==> src/design/egb_pkg.sv <==
// Shared types and constants for the exp_golomb_bit_reader block.
// No dependencies; used by the decoder, the result buffer, the top level and the checker.
package egb_pkg;

	localparam int unsigned BYTE_W     = 8;
	localparam int unsigned ACC_W      = 32;
	localparam int unsigned CNT_W      = 6;
	localparam int unsigned ZC_W       = 5;
	localparam int unsigned VAL_W      = 33;
	localparam int unsigned MODE_W     = 2;
	localparam int unsigned CFG_DATA_W = 6;
	localparam int unsigned CFG_IDX_W  = 2;

	localparam logic [CFG_IDX_W-1:0] REG_DECODE_MODE = 2'd0;
	localparam logic [CFG_IDX_W-1:0] REG_FIELD_WIDTH = 2'd1;

	localparam logic [MODE_W-1:0] MODE_FIXED = 2'd0;
	localparam logic [MODE_W-1:0] MODE_UE    = 2'd1;
	localparam logic [MODE_W-1:0] MODE_SE    = 2'd2;

	localparam logic [MODE_W-1:0] MODE_RESET  = MODE_UE;
	localparam logic [CNT_W-1:0]  WIDTH_RESET = 6'd8;
	localparam logic [CNT_W-1:0]  MIN_FIELD_W = 6'd1;
	localparam logic [CNT_W-1:0]  MAX_FIELD_W = 6'd32;

	// Longest zero prefix accepted before an error result
	localparam logic [CNT_W-1:0] MAX_PREFIX_ZEROS = 6'd31;

	// How a captured value turns into code_value
	typedef enum logic [1:0] {
		KIND_RAW,
		KIND_UE,
		KIND_SE
	} kind_t;

	typedef struct packed {
		kind_t             kind;
		logic              err;
		logic [ZC_W-1:0]   zc;
		logic [ACC_W-1:0]  val;
	} slot_t;

	typedef slot_t [BYTE_W-1:0] slots_t;
	typedef logic [BYTE_W-1:0]  slot_mask_t;

	typedef struct packed {
		logic              go;
		logic              clear;
		logic [MODE_W-1:0] mode;
		logic [CNT_W-1:0]  width;
	} dec_ctl_t;

endpackage

==> src/design/egb_bit_decoder.sv <==
// Eight-step bit decoder: consumes one byte MSB first against the running code state.
// Depends on egb_pkg; emits one result slot per bit position that completes a code.
module egb_bit_decoder #(
	parameter logic [egb_pkg::CNT_W-1:0] MAX_PREFIX_ZEROS = egb_pkg::MAX_PREFIX_ZEROS
) (
	input  logic                          clk,
	input  logic                          arst_n,
	input  egb_pkg::dec_ctl_t             ctl,
	input  logic [egb_pkg::BYTE_W-1:0]    byte_s1,
	output egb_pkg::slots_t               slots,
	output egb_pkg::slot_mask_t           mask
);

	typedef struct packed {
		logic [egb_pkg::ACC_W-1:0] acc;
		logic [egb_pkg::CNT_W-1:0] zc;
		logic                      insfx;
		logic [egb_pkg::CNT_W-1:0] rem;
	} dec_state_t;

	dec_state_t state_q;
	dec_state_t st;
	logic       bit_v;
	logic       fixed_mode;
	logic       signed_mode;

	assign fixed_mode  = (ctl.mode == egb_pkg::MODE_FIXED);
	assign signed_mode = (ctl.mode == egb_pkg::MODE_SE);

	always_comb begin
		st    = state_q;
		slots = '0;
		mask  = '0;
		bit_v = 1'b0;
		for (int i = 0; i < egb_pkg::BYTE_W; i++) begin
			bit_v = byte_s1[egb_pkg::BYTE_W-1-i];
			if (fixed_mode) begin
				if (!st.insfx) begin
					st.insfx = 1'b1;
					st.rem   = ctl.width;
					st.acc   = '0;
				end
				st.acc = {st.acc[egb_pkg::ACC_W-2:0], bit_v};
				st.rem = st.rem - 1'b1;
				if (st.rem == '0) begin
					mask[i]       = 1'b1;
					slots[i].kind = egb_pkg::KIND_RAW;
					slots[i].val  = st.acc;
					st            = '0;
				end
			end else if (!st.insfx) begin
				if (!bit_v) begin
					st.zc = st.zc + 1'b1;
					// prefix too long: flag it and restart at the next bit
					if (st.zc > MAX_PREFIX_ZEROS) begin
						mask[i]       = 1'b1;
						slots[i].kind = egb_pkg::KIND_RAW;
						slots[i].err  = 1'b1;
						st            = '0;
					end
				end else if (st.zc == '0) begin
					// lone one bit: code number zero
					mask[i]       = 1'b1;
					slots[i].kind = egb_pkg::KIND_RAW;
					st            = '0;
				end else begin
					st.insfx = 1'b1;
					st.rem   = st.zc;
					st.acc   = '0;
				end
			end else begin
				st.acc = {st.acc[egb_pkg::ACC_W-2:0], bit_v};
				st.rem = st.rem - 1'b1;
				if (st.rem == '0) begin
					mask[i]       = 1'b1;
					slots[i].kind = signed_mode ? egb_pkg::KIND_SE : egb_pkg::KIND_UE;
					slots[i].zc   = st.zc[egb_pkg::ZC_W-1:0];
					slots[i].val  = st.acc;
					st            = '0;
				end
			end
		end
	end

	always_ff @(posedge clk or negedge arst_n) begin
		if (!arst_n) begin
			state_q <= '0;
		end else if (ctl.clear) begin
			state_q <= '0;
		end else if (ctl.go) begin
			state_q <= st;
		end
	end

endmodule

==> src/design/egb_result_buffer.sv <==
// Result buffer: holds the slots of one decoded byte and sends them out one per cycle while out_stall is low.
// Depends on egb_pkg; maps raw suffix values to ue/se code values in front of the output register.
module egb_result_buffer (
	input  logic                              clk,
	input  logic                              arst_n,
	input  logic                              load,
	input  egb_pkg::slots_t                   slots_in,
	input  egb_pkg::slot_mask_t               mask_in,
	output logic                              free,
	output logic                              out_valid,
	input  logic                              out_stall,
	output logic signed [egb_pkg::VAL_W-1:0]  code_value,
	output logic                              prefix_error,
	output logic                              last_of_byte
);

	localparam logic [egb_pkg::VAL_W-1:0] ONE_V = {{(egb_pkg::VAL_W-1){1'b0}}, 1'b1};

	egb_pkg::slots_t      slots_s2;
	egb_pkg::slot_mask_t  mask_s2;
	egb_pkg::slot_mask_t  pick;
	egb_pkg::slot_mask_t  rest;
	egb_pkg::slot_t       sel;
	logic                 busy;
	logic                 last;
	logic                 out_ready;
	logic                 pop;

	logic                             out_valid_q;
	logic signed [egb_pkg::VAL_W-1:0] code_value_q;
	logic                             prefix_error_q;
	logic                             last_of_byte_q;

	function automatic logic [egb_pkg::VAL_W-1:0] finish_value(egb_pkg::slot_t s);
		logic [egb_pkg::VAL_W-1:0] cn_p1;
		logic [egb_pkg::VAL_W-1:0] mag;
		logic [egb_pkg::VAL_W-1:0] res;
		// suffix is below 2^zc, so codeNum + 1 is the suffix with a leading one
		cn_p1 = (ONE_V << s.zc) | {1'b0, s.val};
		mag   = cn_p1 >> 1;
		case (s.kind)
			egb_pkg::KIND_UE: res = cn_p1 - ONE_V;
			// codeNum is even exactly when the suffix is odd
			egb_pkg::KIND_SE: res = s.val[0] ? (~mag + ONE_V) : mag;
			default:          res = {1'b0, s.val};
		endcase
		return res;
	endfunction

	assign busy      = |mask_s2;
	assign pick      = mask_s2 & (~mask_s2 + 1'b1);
	assign rest      = mask_s2 & ~pick;
	assign last      = (rest == '0);
	assign out_ready = !out_valid_q || !out_stall;
	assign pop       = busy && out_ready;
	assign free      = !busy || (pop && last);

	always_comb begin
		sel = '0;
		for (int i = 0; i < egb_pkg::BYTE_W; i++) begin
			if (pick[i]) begin
				sel = slots_s2[i];
			end
		end
	end

	always_ff @(posedge clk or negedge arst_n) begin
		if (!arst_n) begin
			mask_s2 <= '0;
		end else if (load) begin
			mask_s2 <= mask_in;
		end else if (pop) begin
			mask_s2 <= rest;
		end
	end

	always_ff @(posedge clk) begin
		if (load) begin
			slots_s2 <= slots_in;
		end
	end

	always_ff @(posedge clk or negedge arst_n) begin
		if (!arst_n) begin
			out_valid_q <= 1'b0;
		end else if (out_ready) begin
			out_valid_q <= pop;
		end
	end

	always_ff @(posedge clk) begin
		if (pop) begin
			code_value_q   <= finish_value(sel);
			prefix_error_q <= sel.err;
			last_of_byte_q <= last;
		end
	end

	assign out_valid    = out_valid_q;
	assign code_value   = code_value_q;
	assign prefix_error = prefix_error_q;
	assign last_of_byte = last_of_byte_q;

endmodule

==> src/design/exp_golomb_bit_reader.sv <==
// Path: an accepted byte is registered in byte_s1, its slots in the result buffer,
// each result in the output register; results of one byte follow without gaps while
// out_stall is low. Throughput: one byte per cycle while each byte completes at most
// one code and out_stall is low; more codes hold the buffer (one output register port).
// Reset: decode_mode 1 (ue), field_width 8, code state cleared, no result pending.
// Depends on egb_pkg, egb_bit_decoder and egb_result_buffer.
module exp_golomb_bit_reader #(
	parameter logic [egb_pkg::CNT_W-1:0] MAX_PREFIX_ZEROS = egb_pkg::MAX_PREFIX_ZEROS
) (
	input  logic                                 clk,
	input  logic                                 arst_n,
	input  logic                                 wr_en,
	input  logic [egb_pkg::CFG_IDX_W-1:0]        wr_index,
	input  logic [egb_pkg::CFG_DATA_W-1:0]       wr_data,
	input  logic                                 in_valid,
	output logic                                 in_stall,
	input  logic [egb_pkg::BYTE_W-1:0]           data_byte,
	output logic                                 out_valid,
	input  logic                                 out_stall,
	output logic signed [egb_pkg::VAL_W-1:0]     code_value,
	output logic                                 prefix_error,
	output logic                                 last_of_byte
);

	logic [egb_pkg::MODE_W-1:0] mode_q;
	logic [egb_pkg::CNT_W-1:0]  width_q;
	logic [egb_pkg::CNT_W-1:0]  width_eff;
	logic                       valid_s1;
	logic [egb_pkg::BYTE_W-1:0] byte_s1;
	logic                       buf_free;
	egb_pkg::dec_ctl_t          dec_ctl;
	egb_pkg::slots_t            dec_slots;
	egb_pkg::slot_mask_t        dec_mask;

	always_ff @(posedge clk or negedge arst_n) begin
		if (!arst_n) begin
			mode_q  <= egb_pkg::MODE_RESET;
			width_q <= egb_pkg::WIDTH_RESET;
		end else if (wr_en) begin
			case (wr_index)
				egb_pkg::REG_DECODE_MODE: mode_q  <= wr_data[egb_pkg::MODE_W-1:0];
				egb_pkg::REG_FIELD_WIDTH: width_q <= wr_data;
				default: ;
			endcase
		end
	end

	// clamp the field width into 1..32
	always_comb begin
		if (width_q < egb_pkg::MIN_FIELD_W) begin
			width_eff = egb_pkg::MIN_FIELD_W;
		end else if (width_q > egb_pkg::MAX_FIELD_W) begin
			width_eff = egb_pkg::MAX_FIELD_W;
		end else begin
			width_eff = width_q;
		end
	end

	assign in_stall = valid_s1 && !buf_free;

	always_ff @(posedge clk or negedge arst_n) begin
		if (!arst_n) begin
			valid_s1 <= 1'b0;
		end else if (!in_stall) begin
			valid_s1 <= in_valid;
		end
	end

	always_ff @(posedge clk) begin
		if (in_valid && !in_stall) begin
			byte_s1 <= data_byte;
		end
	end

	always_comb begin
		dec_ctl.go    = valid_s1 && buf_free;
		dec_ctl.clear = wr_en && (wr_index == egb_pkg::REG_DECODE_MODE ||
			wr_index == egb_pkg::REG_FIELD_WIDTH);
		dec_ctl.mode  = mode_q;
		dec_ctl.width = width_eff;
	end

	egb_bit_decoder #(
		.MAX_PREFIX_ZEROS (MAX_PREFIX_ZEROS)
	) u_dec (
		.clk     (clk),
		.arst_n  (arst_n),
		.ctl     (dec_ctl),
		.byte_s1 (byte_s1),
		.slots   (dec_slots),
		.mask    (dec_mask)
	);

	egb_result_buffer u_buf (
		.clk          (clk),
		.arst_n       (arst_n),
		.load         (dec_ctl.go),
		.slots_in     (dec_slots),
		.mask_in      (dec_mask),
		.free         (buf_free),
		.out_valid    (out_valid),
		.out_stall    (out_stall),
		.code_value   (code_value),
		.prefix_error (prefix_error),
		.last_of_byte (last_of_byte)
	);

endmodule

==> config.mk <==
export PLATFORM = sky130hd
export DESIGN_NAME = exp_golomb_bit_reader
export DESIGN_NICKNAME = d
export VERILOG_FILES = /design/src/design/egb_pkg.sv /design/src/design/egb_bit_decoder.sv /design/src/design/egb_result_buffer.sv /design/src/design/exp_golomb_bit_reader.sv
export SDC_FILE = /design/constraint.sdc
export NUM_CORES = 1
export LEC_CHECK = 0
export ABC_AREA = 1
export CAP_MARGIN = 30
export CELL_PAD_IN_SITES_DETAIL_PLACEMENT = 1
export CELL_PAD_IN_SITES_GLOBAL_PLACEMENT = 1
export CORE_UTILIZATION = 45
export DETAILED_ROUTE_END_ITERATION = 10
export DONT_BUFFER_PORTS = 1
export GPL_TIMING_DRIVEN = 0
export PLACE_DENSITY_LB_ADDON = 0.15
export SYNTH_ARGS = -nofsm -noshare
export SYNTH_HDL_FRONTEND = slang
export SYNTH_HIERARCHICAL = 1
export SYNTH_SLANG_ARGS = --single-unit
==> constraint.sdc <==
create_clock -name clk -period 15 [get_ports clk]
set_clock_uncertainty 0.05 [all_clocks]
set_input_delay 0.75 -clock clk [delete_from_list [all_inputs] [get_ports clk]]
set_output_delay 0.75 -clock clk [all_outputs]
set_load 0.005 [all_outputs]
==> results.yml, run 1 <==
route:
  antenna_left: 0
  drc_errors: 0
  firstDrtPassIters: 6
  wirelength_mm: 146.4
  routed_via_density: 5.897
  met2_length_mm: 67.12
  vias: 36150
  wire_per_inst_um: 23.88
  dr_wl_met3_mm: 10.36
  wl_met1_mm: 61.17
  dr.first_iter.drc_count: 3234
  topRoutingLayerUsed: "met5"
worst_setup_path:
  critical_path.top_delay_family: "simple AND/OR/NAND/NOR gates"
  r2r_end: "u_dec/state_q[6]"
  cp_num_buf_inv: 5
  ff2ff_path_depth: 81
  worst_path_most_repeated_cell: "nand2_1"
  critPathMaxStageDelay_ns: 0.51
  cp_slowest_cell: "a21oi_4"
  r2r_start: "width_q[4]"
  cp.required_ns: 15.39
  r2r_slack_ns: 1.19
  crit_fanout: 10
  criticalPathCategory: "flop to flop"
  setup.worst_path.end_class: "flop"
  start_kind: "flop"
  cp.arrival_ns: 14.20
synth:
  synthArstFlopShare_pct: 14.59
  synthTopCellsByCount: "nand2_1, nor2_1, inv_1"
  synth-compound-area-share_pct: 12.39
  synth_area_um2: 34670
  synth_nets: 5068
  synth-simple-area-share_pct: 39.95
  synth_enable_flop_cells: 363
  synth.area.mux_share_pct: 0
  ys_ff_latch: 425
  yosys-top-cells-area: "edfxtp_1, nand2_1, nor2_1"
  syn_inst: 4996
  synth_warnings: 6
  synth_top_area_share_pct: 31.44
  synth_xor_area_share_pct: 0.2021
  synth_top_area_cell: "edfxtp_1"
  synth-seq-area-share_pct: 35.92
  yosys_most_used_dff: "edfxtp_1"
  synth_area_per_cell_um2: 6.940
  synth_top_family_by_area: "simple AND/OR/NAND/NOR gates"
  yosysMostFrequentCell: "nand2_1"
  synthAdderAreaFrac_pct: 1.840
  synth_cell_types: 74
placed_design:
  routabilityCongestion: 0.9736
  hpwl_mm: 116.3
  portBuffers: 0
  pre_cts_ws_ns: 0.8149
clock_tree:
  cts.sinks: 425
  h-tree-depth: 2
  clock_latency_ns: 0.65
  clk_pin_slew_ns: 0.07
  cts_buffers: 51
  post_cts_buffers: 0
  cts-root-buf: "clkbuf_16"
  tritoncts: "yes"
  cts_buffer_depth: 3
timing:
  rsz0062_at_grt: "false"
  fin_setup_tns_ns: 0
  worst_pin_slew_ns: 1.061
  setup_ws_ns: 1.190
  setup_viol: 0
  hold_violations: 0
  max_freq_ghz: 0.07241
  slew_viol_final: 0
  slew_headroom_pct: 28.72
  min_period_ns: 13.81
  post-route-period-util_pct: 92.06
cells_and_area:
  nets: 5129
  syn_to_final_growth_pct: 9.443
  nFillCells: 10030
  regArea_um2: 12450
  n_antenna_cell: 0
  multi_input_area_um2: 18880
  drive_gt1_share_pct: 11.02
global_routing:
  grt.overflow.total: 0
  grt_pass1_wl_mm: 218.1
  globalRouteTotalUtil_pct: 36.93
  grt_max_degree: 129
  antenna_found_initial: 1
  grt_pass1_vias: 35460
floorplanning:
  die_h_um: 279.6
  core_area_um2: 76080
  die_w_um: 279.6
  die_area_um2: 78170
  num_io_pins: 58
  start_util_pct: 45.58
  num_rows: 101
min_path:
  hold-path-endpoint: "byte_s1[0]"
  hp-start: "data_byte[0]"
  worstHoldPathType: "input port to flop"
  min_path_cells: 0
run:
  drv_cap: 0
status:
  status: "completed"
[state kept, by name (all words and copies together), names as in the netlist]
register / flops
valid_s1: 1
width_q: 6
u_dec/state_q: 44
u_buf/out_valid: 1
mode_q: 2
u_buf/prefix_error: 1
u_buf/code_value: 33
u_buf/mask_s2: 8
u_buf/last_of_byte: 1
u_buf/slots_s2: 320
byte_s1: 8
[cells in the final DEF, fill, tap and decap left out, types with 41 or more instances in the layout]
cell       count
dfrtp_1       60
nand2_1     1438
nand4_1       83
edfxtp_1     363
o21ai_1       41
inv_1        425
a21oi_1      282
nand3_2       44
ha_1          51
buf_6         43
o21ai_0      227
nor3_1        64
nand3_1      425
nor2_2        64
clkbuf_1     140
nand2_2      100
nor2_1       711
clkbuf_16     51
[cell families after synthesis]
group,after synthesis
fa+ha+maj,51
simple gates,3040
compound gates,745
buf+inv,727
xor+xnor,8
flops,425
[timing repair]
action	4_1_cts	5_1_grt
endpoints found under the hold margin	62	0
hold buffers	2	0
resized for setup	0	4
endpoints found under the setup margin	0	37
[per-layer routing]
| metal | global-route usage [%] | up-vias |
|---|---|---|
| met5 | 0 | - |
| met3 | 4.646 | 319 |
| met1 | 48.51 | 17740 |
| met2 | 60.22 | 1438 |
| li1 | - | 16650 |
| met4 | 17.61 | 2 |
[worst max path at each step]
stage	startpoint	endpoint	slack, ns	depth (start not counted)
3_3_place_gp	u_buf/mask_s2[0]	u_dec/state_q[25]	-0.1	16
3_5_place_dp	width_q[4]	u_dec/state_q[6]	0.81	83
4_1_cts	width_q[2]	u_dec/state_q[6]	0.74	83
2_1_floorplan	width_q[4]	u_buf/mask_s2[7]	4.26	87
5_1_grt	width_q[2]	u_buf/mask_s2[7]	0.05	85
6_report	width_q[4]	u_dec/state_q[6]	1.19	81
[stage by stage]
step                util, %  cells  hold WS [ns]  area (um2)
floorplan                 -   4996        0.3995       34670
global placement      47.27   6026        0.4062       35960
detailed placement    47.41   6031        0.4064       36070
CTS                   49.84   6129        0.1346       37920
global route          49.88   6130        0.1404       37950
finish                49.88   6130        0.1649       37950
[final cells by class]
type | count | share of cell area, %
Timing Repair Buffer | 8 | 0.3956
Clock buffer | 66 | 3.591
Sequential cell | 425 | 32.82
Buffer | 249 | 4.098
Tap cell | 1030 | 3.396
Multi-Input combinational cell | 3844 | 49.75
Clock inverter | 30 | 1.174
Inverter | 478 | 4.781
[worst reg2reg max path, delay by kind of cell (launching register included)]
kind                     cells  cell delay, ns
adder cells (fa/ha/maj)      7            1.58
XOR/XNOR                     1            0.30
AND/OR/NAND/NOR             64            9.07
flip-flops                   1            0.41
AO/OA/AOI/OAI                4            1.36
buffers and inverters        5            0.81
Power of run 1 is not shown: default switching activity piles up to over one toggle a cycle in this logic, so the estimate is an artifact.
==> run 2, diff against run 1 <==
--- a/config.mk
+++ b/config.mk
@@ -14,4 +14,5 @@
 export DONT_BUFFER_PORTS = 1
 export GPL_TIMING_DRIVEN = 0
+export HOLD_SLACK_MARGIN = 0.12
 export PLACE_DENSITY_LB_ADDON = 0.15
 export SYNTH_ARGS = -nofsm -noshare
==> constraint.sdc (replaced) <==
create_clock -name clk -period 15 [get_ports clk]
set_clock_uncertainty 0.05 [all_clocks]
set_input_delay 2.25 -clock clk [delete_from_list [all_inputs] [get_ports clk]]
set_output_delay 2.25 -clock clk [all_outputs]
set_load 0.005 [all_outputs]
==> run 2 against run 1 <==
  * Design area hardly changed
  * Worst hold slack improved by 0.26 ns
  * Non-clock buffer count down 2
  * Sequential share of layout area about the same
  * Flip-flop and latch count stayed put
  * Cell count barely moved
  * Highest routed layer unchanged
  * Via count barely moved
  * Critical path depth stayed put
  * Critical path type unchanged
  * Setup slack better by 0.020 ns
==> results.yml, run 2 (synthesis gave the netlist of run 1 again) <==
status:
  status: "completed"
global_routing:
  grt_pass1_vias: 35400
  antenna_found_initial: 1
  grt_pass1_wl_mm: 217.8
  globalRouteTotalUtil_pct: 36.86
  grt_max_degree: 129
  grt.overflow.total: 0
cells_and_area:
  final_common_cell: "nand2_1"
  final_util_pct: 49.83
  nets: 5127
  nFillCells: 10040
  final_cell_mix: "nand2_1, nor2_1, inv_1, nand3_1, edfxtp_1"
  largest_reg_flops: 320
  n_antenna_cell: 0
  drive_gt1_share_pct: 11.00
  syn_to_final_growth_pct: 9.335
  top_register: "u_buf/slots_s2"
route:
  vias: 36130
  drc_errors: 0
  wirelength_mm: 146.1
  firstDrtPassIters: 6
  wire_per_inst_um: 23.84
  routed_via_density: 5.897
  dr.first_iter.drc_count: 3543
  antenna_left: 0
timing:
  rsz0062_at_grt: "false"
  slew_viol_final: 0
  worst_pin_slew_ns: 1.077
  max_freq_ghz: 0.07252
  worst_hold_slack_ns: 0.4211
  fin_setup_tns_ns: 0
  setup_viol: 0
  hold_violations: 0
  slew_headroom_pct: 27.62
  min_period_ns: 13.79
  post-route-period-util_pct: 91.93
worst_setup_path:
  cp_slowest_cell: "a21oi_4"
  critPathMaxStageDelay_ns: 0.49
  worst_path_most_repeated_cell: "nand2_1"
  cp.arrival_ns: 14.18
  start_kind: "flop"
  cp_num_buf_inv: 5
  crit_fanout: 10
  criticalPathCategory: "flop to flop"
  critical_path.top_delay_family: "simple AND/OR/NAND/NOR gates"
  setup.worst_path.end_class: "flop"
  cp.required_ns: 15.39
floorplanning:
  die_w_um: 279.6
  core_area_um2: 76080
  start_util_pct: 45.58
  die_h_um: 279.6
  num_io_pins: 58
  die_area_um2: 78170
  num_rows: 101
clock_tree:
  post_cts_buffers: 0
  cts_hold_buf: 0
  cts_buffer_depth: 3
  clock_latency_ns: 0.65
  cts_buffers: 51
  h-tree-depth: 2
  cts-root-buf: "clkbuf_16"
  clk_pin_slew_ns: 0.06
  tritoncts: "yes"
  cts.sinks: 425
placed_design:
  routabilityCongestion: 0.9736
  portBuffers: 0
  hpwl_mm: 116.3
run:
  drv_cap: 0
min_path:
  worstHoldPathType: "flop to flop"
run 2: cell types whose count changed in the layout (fill, tap and decap cells not counted), sizes merged:
cell / before / now
buf: 109 / 108
dlygate4sd3: 1 / 0
run 2: worst paths after layout:
path,cells past startpoint,start,slack (ns),to
setup / recovery,81,width_q[2],1.21,u_dec/state_q[6]
hold / removal,2,width_q[3],0.42,width_q[3]
setup reg to reg,81,width_q[2],1.21,u_dec/state_q[6]
hold reg to reg,2,width_q[3],0.42,width_q[3]
max in group asynchronous,0,arst_n,13.44,mode_q[0]
min in group asynchronous,0,arst_n,1.26,u_dec/state_q[8]
run 2: cell type report:
cell class                      count  area [um2]  area share, %
Clock inverter                     30       445.4          1.175
Buffer                            249        1555          4.102
Clock buffer                       66        1363          3.594
Sequential cell                   425       12450          32.85
Multi-Input combinational cell   3844       18880          49.80
Inverter                          478        1814          4.785
Timing Repair Buffer                6       112.6         0.2970
Tap cell                         1030        1289          3.399
run 2: per-stage QoR:
step	instance area [um2]	setup slack (ns)	instances
after floorplan	34670	4.198	4996
after global placement	35960	-0.8481	6026
after detailed placement	36070	0.8149	6031
after CTS	37880	0.7390	6127
after global routing	37910	0.07030	6128
final	37910	1.210	6128
run 2: routing by layer:
metal  vias to the layer above  wire length, um  GRT usage [%]
li1                      16640                -              -
met1                     17810            61140          48.48
met2                      1374            67020          60.06
met3                       310            10160          4.495
met4                         2             7779          17.77
met5                         -               16              0
run 2: worst min-delay path, delay by kind of cell (launching register included):
kind          cells  cell delay, ns
simple gates      2            0.10
flops             1            0.37
run 2: timing repair:
| action | in CTS | in global routing |
|---|---|---|
| endpoints found under the hold margin | 0 | 0 |
| gates resized for setup | 0 | 4 |
| endpoints found under the setup margin | 0 | 37 |
Power of run 2 is left out for the same reason.
